**config.mk**
```make
export PLATFORM = sky130hd
export DESIGN_NAME = lpdb_ctrl
export DESIGN_NICKNAME = d
export VERILOG_FILES = /design/src/lpdb_pkg.sv /design/src/lpdb_ctrl.sv
export SDC_FILE = /design/constraint.sdc
export NUM_CORES = 1
export LEC_CHECK = 0
export BUFFER_PORTS_ARGS = -buffer_cell sky130_fd_sc_hd__buf_2
export CORE_MARGIN = 3
export CORE_UTILIZATION = 45
export CTS_CLUSTER_SIZE = 40
export DETAILED_ROUTE_END_ITERATION = 16
export PLACE_DENSITY = 0.81
export SYNTH_ARGS = -nofsm -noshare
export SYNTH_HDL_FRONTEND = slang
export SYNTH_SLANG_ARGS = --single-unit
```
**constraint.sdc**
```tcl
create_clock -name clk -period 2.3 [get_ports clk]
set_input_delay 0.23 -clock clk [delete_from_list [all_inputs] [get_ports clk]]
set_output_delay 0.23 -clock clk [all_outputs]
set_load 0.02 [all_outputs]
```
**src/lpdb_pkg.sv**
```systemverilog
// Shared types, constants and helpers for the dead-zone blanker.
// No dependencies.
package lpdb_pkg;

    localparam int COORD_W = 16;
    localparam int COLOR_W = 16;
    localparam int ATT_W   = 13;
    localparam int BOUND_W = 26;
    localparam int CFG_IDX_W  = 3;
    localparam int CFG_DATA_W = 63;
    localparam logic [ATT_W-1:0] ATT_FULL = 13'd4096;

    localparam logic [CFG_IDX_W-1:0] REG_ENABLED     = 3'd0;
    localparam logic [CFG_IDX_W-1:0] REG_REVERSE     = 3'd1;
    localparam logic [CFG_IDX_W-1:0] REG_DEFAULT_ATT = 3'd2;
    localparam logic [CFG_IDX_W-1:0] REG_ZONE0       = 3'd3;

    typedef struct packed {
        logic load_in;
        logic eval;
        logic snap_step;
        logic blend_mul;
        logic blend_sum;
        logic div_step;
        logic eval2;
        logic dim;
        logic finish;
    } cmd_t;

    typedef struct packed {
        logic enabled;
        logic ison_now;
        logic ison_held;
        logic last_vis;
        logic hit;
        logic snap_last;
    } status_t;

    function automatic logic [ATT_W-1:0] clamp_att(input logic [ATT_W-1:0] a);
        return (a > ATT_FULL) ? ATT_FULL : a;
    endfunction

    // c * (4096 - a) + 2048, then drop 12 fraction bits
    function automatic logic [COLOR_W-1:0] dim_color(input logic [COLOR_W-1:0] c,
                                                     input logic [ATT_W-1:0] a);
        logic [ATT_W-1:0] k;
        logic [COLOR_W+ATT_W:0] p;
        k = ATT_FULL - a;
        p = (COLOR_W+ATT_W+1)'(c) * (COLOR_W+ATT_W+1)'(k) + (COLOR_W+ATT_W+1)'(2048);
        return p[COLOR_W+11:12];
    endfunction

endpackage

```
**src/lpdb_ctrl.sv**
```systemverilog
// Sequencer for the dead-zone blanker: issues datapath commands per state.
// Depends on lpdb_pkg.
module lpdb_ctrl (
    input  logic             clk,
    input  logic             rst_n,
    input  logic             in_valid,
    output logic             in_ready,
    output logic             out_valid,
    input  logic             out_ready,
    input  lpdb_pkg::status_t status,
    output lpdb_pkg::cmd_t    cmd
);
    import lpdb_pkg::*;

    typedef enum logic [8:0] {
        S_IDLE  = 9'b000000001,
        S_EVAL  = 9'b000000010,
        S_SNAP  = 9'b000000100,
        S_BLMUL = 9'b000001000,
        S_BLSUM = 9'b000010000,
        S_DIV   = 9'b000100000,
        S_EVAL2 = 9'b001000000,
        S_DIM   = 9'b010000000,
        S_FIN   = 9'b100000000
    } state_t;

    state_t state_reg, state_next;
    logic   out_valid_reg, out_valid_next;

    assign in_ready  = (state_reg == S_IDLE);
    assign out_valid = out_valid_reg;

    always_comb
    begin
        state_next = state_reg;
        cmd        = '0;
        unique case (state_reg)
            S_IDLE:
            begin
                cmd.load_in = in_valid;
                if (in_valid)
                    state_next = S_EVAL;
            end
            S_EVAL:
            begin
                cmd.eval = 1'b1;
                priority if (!status.enabled || (status.last_vis && status.ison_now))
                    state_next = S_FIN;
                else if (!status.last_vis && !status.ison_now)
                    state_next = S_DIM;
                else
                    state_next = S_SNAP;
            end
            S_SNAP:
            begin
                cmd.snap_step = 1'b1;
                if (status.hit || status.snap_last)
                    state_next = S_BLMUL;
            end
            S_BLMUL:
            begin
                cmd.blend_mul = 1'b1;
                state_next    = S_BLSUM;
            end
            S_BLSUM:
            begin
                cmd.blend_sum = 1'b1;
                state_next    = S_DIV;
            end
            S_DIV:
            begin
                cmd.div_step = 1'b1;
                state_next   = status.ison_held ? S_FIN : S_EVAL2;
            end
            S_EVAL2:
            begin
                cmd.eval2  = 1'b1;
                state_next = S_DIM;
            end
            S_DIM:
            begin
                cmd.dim    = 1'b1;
                state_next = S_FIN;
            end
            S_FIN:
            begin
                // hold until the output slot is free
                if (!out_valid_reg || out_ready)
                begin
                    cmd.finish = 1'b1;
                    state_next = S_IDLE;
                end
            end
            default: state_next = S_IDLE;
        endcase
    end

    always_comb
    begin
        out_valid_next = out_valid_reg;
        if (out_valid_reg && out_ready)
            out_valid_next = 1'b0;
        if (cmd.finish)
            out_valid_next = 1'b1;
    end

    always_ff @(posedge clk or negedge rst_n)
    begin
        if (!rst_n)
        begin
            state_reg     <= S_IDLE;
            out_valid_reg <= 1'b0;
        end
        else
        begin
            state_reg     <= state_next;
            out_valid_reg <= out_valid_next;
        end
    end

endmodule

```
# == Word-level counts from Yosys, hierarchy flattened ==
# Index checks and enable logic that the tools add are counted.
# word_totals
ramBits,0
input_bits,10
wordCells,45
latch_bits,0
mem_bits_ro,0
out_inout_bits,11
mem_count,0
regBits,10
# classes
bitwise,0
n_mux,19
shift,0
reduce_logical,12
n_lt_le_gt_ge,0
n_eq_ne,12
div_mod_pow,0
addsub,0
n_mul,0
# op_table
op,n
$pmux 9 s9,1
$mux 9,5
$mux 1,12
$eq 9x1->1 const B,1
$eq 9x2->1 const B,1
$eq 9x3->1 const B,1
$eq 9x4->1 const B,1
$eq 9x5->1 const B,1
$eq 9x6->1 const B,1
$eq 9x7->1 const B,1
$eq 9x8->1 const B,1
$eq 9x9->1 const B,1
$mux 8,1
$ne 2x2->1 const B,3
$logic_not 1->1,4
$logic_and 1x1->1,3
$logic_or 1x1->1,3
$reduce_and 3->1,1
$reduce_bool 2->1,1

# == Depth between registers and ports, before layout ==
# logic_depth
ltp_word,5
depth_mapped,6

# == Worst setup path before layout ==
# OpenSTA, ideal clock, no wires.
# synth_path
path_type,reg2out
startpoint,register state_reg[3]
endpoint,output port cmd[4] (netlist bit)
path_stages_with_launch,6
required_ns,2.070
arrival_time_ns,2.128
setup_slack_ns,-0.058
n_path_buf,2
path_cell_list,dfrtp_1 buf_6 or4_4 or3_1 buf_2 nor4b_1
# synth_lines
element,line,rtl
"start, declared",lpdb_ctrl.sv:27,"state_t state_reg, state_next;"
"start signal, assigned",lpdb_ctrl.sv:116,state_reg <= state_next;
"end, declared",lpdb_ctrl.sv:11,output lpdb_pkg::cmd_t cmd

==> results by group <==
Logic synthesis
  • Yosys top cell by area: dfrtp_1
  • Main combinational cell family by area after synthesis: simple AND/OR/NAND/NOR gates
  • Synth Area in XOR/XNOR: 0.0510
  • Mapped Nets: 87
  • Ys flop type: dfrtp_1
  • Post-Synthesis Cell Area: 687 um^2
  • Ys async rst share: 1.00
  • EDFF count, synth: 0
  • Yosys cell types: 35
  • Adder-Cell Fraction of Synth Area: 0
  • Post-synthesis average cell area: 8.92 um^2
  • Post-Synth Simple-Gate Area: 0.381
  • Synth Register Bits: 10
  • Register area share after synthesis: 0.366
  • Synth Area in Compound Gates: 0.120
  • Area contributors post-synth: dfrtp_1 (33%), nor2_1 (4.9%), nor2b_1 (4.6%), nand2_1 (4.4%), dfstp_2 (3.8%)
  • Synth Warn #: 0
  • Multiplexer share of the synthesized area: 0.0146
  • Share of the synthesized area in the top cell type: 0.328
  • Gate Count Post-Synth: 77

Detailed routing
  • Initial DRC Count: 10
  • Drt wl/cell: 13.6 um
  • DR pass1 iterations: 4
  • Antenna-violating nets left: 0
  • Wl on met1: 656 um
  • Met3 routed WL: 78 um
  • Drt total wl: 1520 um
  • Via density: 5.71
  • Drt drc: 0
  • Top Metal Used: met4
  • Vias: 639
  • Met2 Wirelength: 752 um

Setup path
  • CP Max Fanout: 6
  • Worst Path Arrival: 2.01 ns
  • Worst EP required: 2.07 ns
  • CP Capture Type: output port
  • Crit path launch type: register
  • Kind of critical path: register to output port

Cells and area
  • Area growth syn-to-layout: 22.4%
  • ANT cells: 0
  • Most frequent cells in the layout: buf_2 (19), nor2_1 (9), nand2_1 (8)
  • Total Nets Final: 108
  • Most common cell after layout, fill and taps aside: buf_2
  • Share of cells above drive strength 1: 0.381
  • Number of flip-flops in the largest register: 9

CTS
  • Later-pin clock latency in the skew report: 0.26 ns
  • Worst-path clk slew: 0.06 ns
  • Root buf cell: clkbuf_4
  • CTS Sinks: 10
  • CTS tree: yes
  • Maximum clock path buffer count: 2
  • Number of buffers created by CTS: 3
  • Htree depth: 1

Global routing
  • Congestion Overflow GR: 0
  • Largest net degree at the start of global routing: 11
  • First-pass GRT wire length: 2350 um
  • Initial antenna violation count: 0
  • GR Util All Layers: 0.159
  • Vias in the first global route: 563

Job
  • Maxcap violations: 0

STA
  • Worst hold slack: 0.133 ns
  • Fin. max-slew vios: 0
  • Final Critical Period: 2.24 ns
  • Setup violations, final: 0
  • Slew headroom: 0.722
  • Final hold vios: 0
  • Maximum clock frequency: 447 MHz
  • Skew final: 0.000870 ns
  • Worst Max-Slew Pin Slew: 0.411 ns
  • Tcrit/Tclk final: 0.973

Pwr
  • Psw: 0.268 mW
  • Design Power: 0.709 mW
  • Clock share of power: 0.217
  • Combinational share of power: 0.428
  • Seq pwr share: 0.356
  • PwrDens: 844 nW/um^2
  • VDD IR-drop max: 0.000632 V
  • Leakage Power: 0.412 nW
  • Internal: 0.441 mW
  • Sw frac: 0.378

Die
  • Initial Util: 0.503
  • Total core area: 1370 um^2
  • # IOs: 21
  • Die Ht: 45.1 um
  • Area of the die: 2030 um^2
  • Cell Rows: 13
  • Die Wd: 45.1 um

Place
  • Routability cong.: 0.772
  • Hpwl dp: 1110 um
  • Port Buffers: 20

Hold path
  • Worst Hold Class: input port to register

Run status
  • Status: finished clean
cell usage after synthesis (all sizes together) (2+ instances only):
cell type	n
a32o	2
and2	2
and4b	3
buf	4
clkbuf	3
dfrtp	9
nand2	8
nand2b	2
nor2	9
nor2b	5
nor3	3
nor4	2
nor4b	3
or3	2
xor2	3
through the flow:
step	setup TNS (ns)	utilization	cells	area, um^2	setup slack (ns)
after floorplan	0	-	77	693	0.178
after global placement	0	0.569	106	777	0.305
after detailed placement	0	0.569	106	777	0.270
after CTS	0	0.606	111	828	0.0377
after global routing	-0.00508	0.615	112	841	-0.00508
final	0	0.615	112	841	0.0623
power by group through the flow:
stage	Clock (mW)	Sequential (mW)	Combinational [mW]
finish	0.154	0.252	0.303
global route	0.165	0.259	0.330
CTS	0.156	0.250	0.294
floorplan	0	0.240	0.223
detailed placement	0	0.252	0.282
global placement	0	0.248	0.280
metal layers:
layer / vias to the layer above / global-route usage
li1: 314 / -
met1: 298 / 0.212
met2: 22 / 0.254
met3: 5 / 0.0120
met4: 0 / 0.0877
met5: - / 0
layout make-up:
| type | instances | area, um^2 |
|---|---|---|
| Fill cell | 123 | 526 |
| Clock buffer | 4 | 36.3 |
| Sequential cell | 10 | 254 |
| Multi-Input combinational cell | 59 | 400 |
| Inverter | 1 | 3.75 |
| Timing Repair Buffer | 23 | 128 |
| Tap cell | 15 | 18.8 |
logic make-up after synthesis:
family,Yosys count
simple gates,44
xor+xnor,4
compound gates,10
mux,1
flops,10
buf+inv,8
final timing paths:
kind	from	to	slack, ns	depth (start not counted)
worst max-delay path	state_reg[1]	cmd[4]	0.06	4
worst min-delay path	status[3]	state_reg[6]	0.13	2
worst max register to register	state_reg[1]	state_reg[8]	0.41	4
worst min register to register	out_valid	out_valid	0.56	2
max in group asynchronous	rst_n	state_reg[0]	1.66	2
min in group asynchronous	rst_n	state_reg[2]	0.39	2
critical path, cell delays in order, from the launching register on:
cell and delay (ns):
dfrtp_2 0.44, or4_4 0.53, or3_4 0.38, nor4b_2 0.22
buf_4 0.18
what timing repair did:
action                     4_1_cts  5_1_grt
hold endpoints to repair         9        0
setup endpoints to repair        1        1
buffers inserted                 0        1
gates resized for setup          1        3
hold buffers                     1        0
Note: power is estimated with default switching activity, not from simulation.
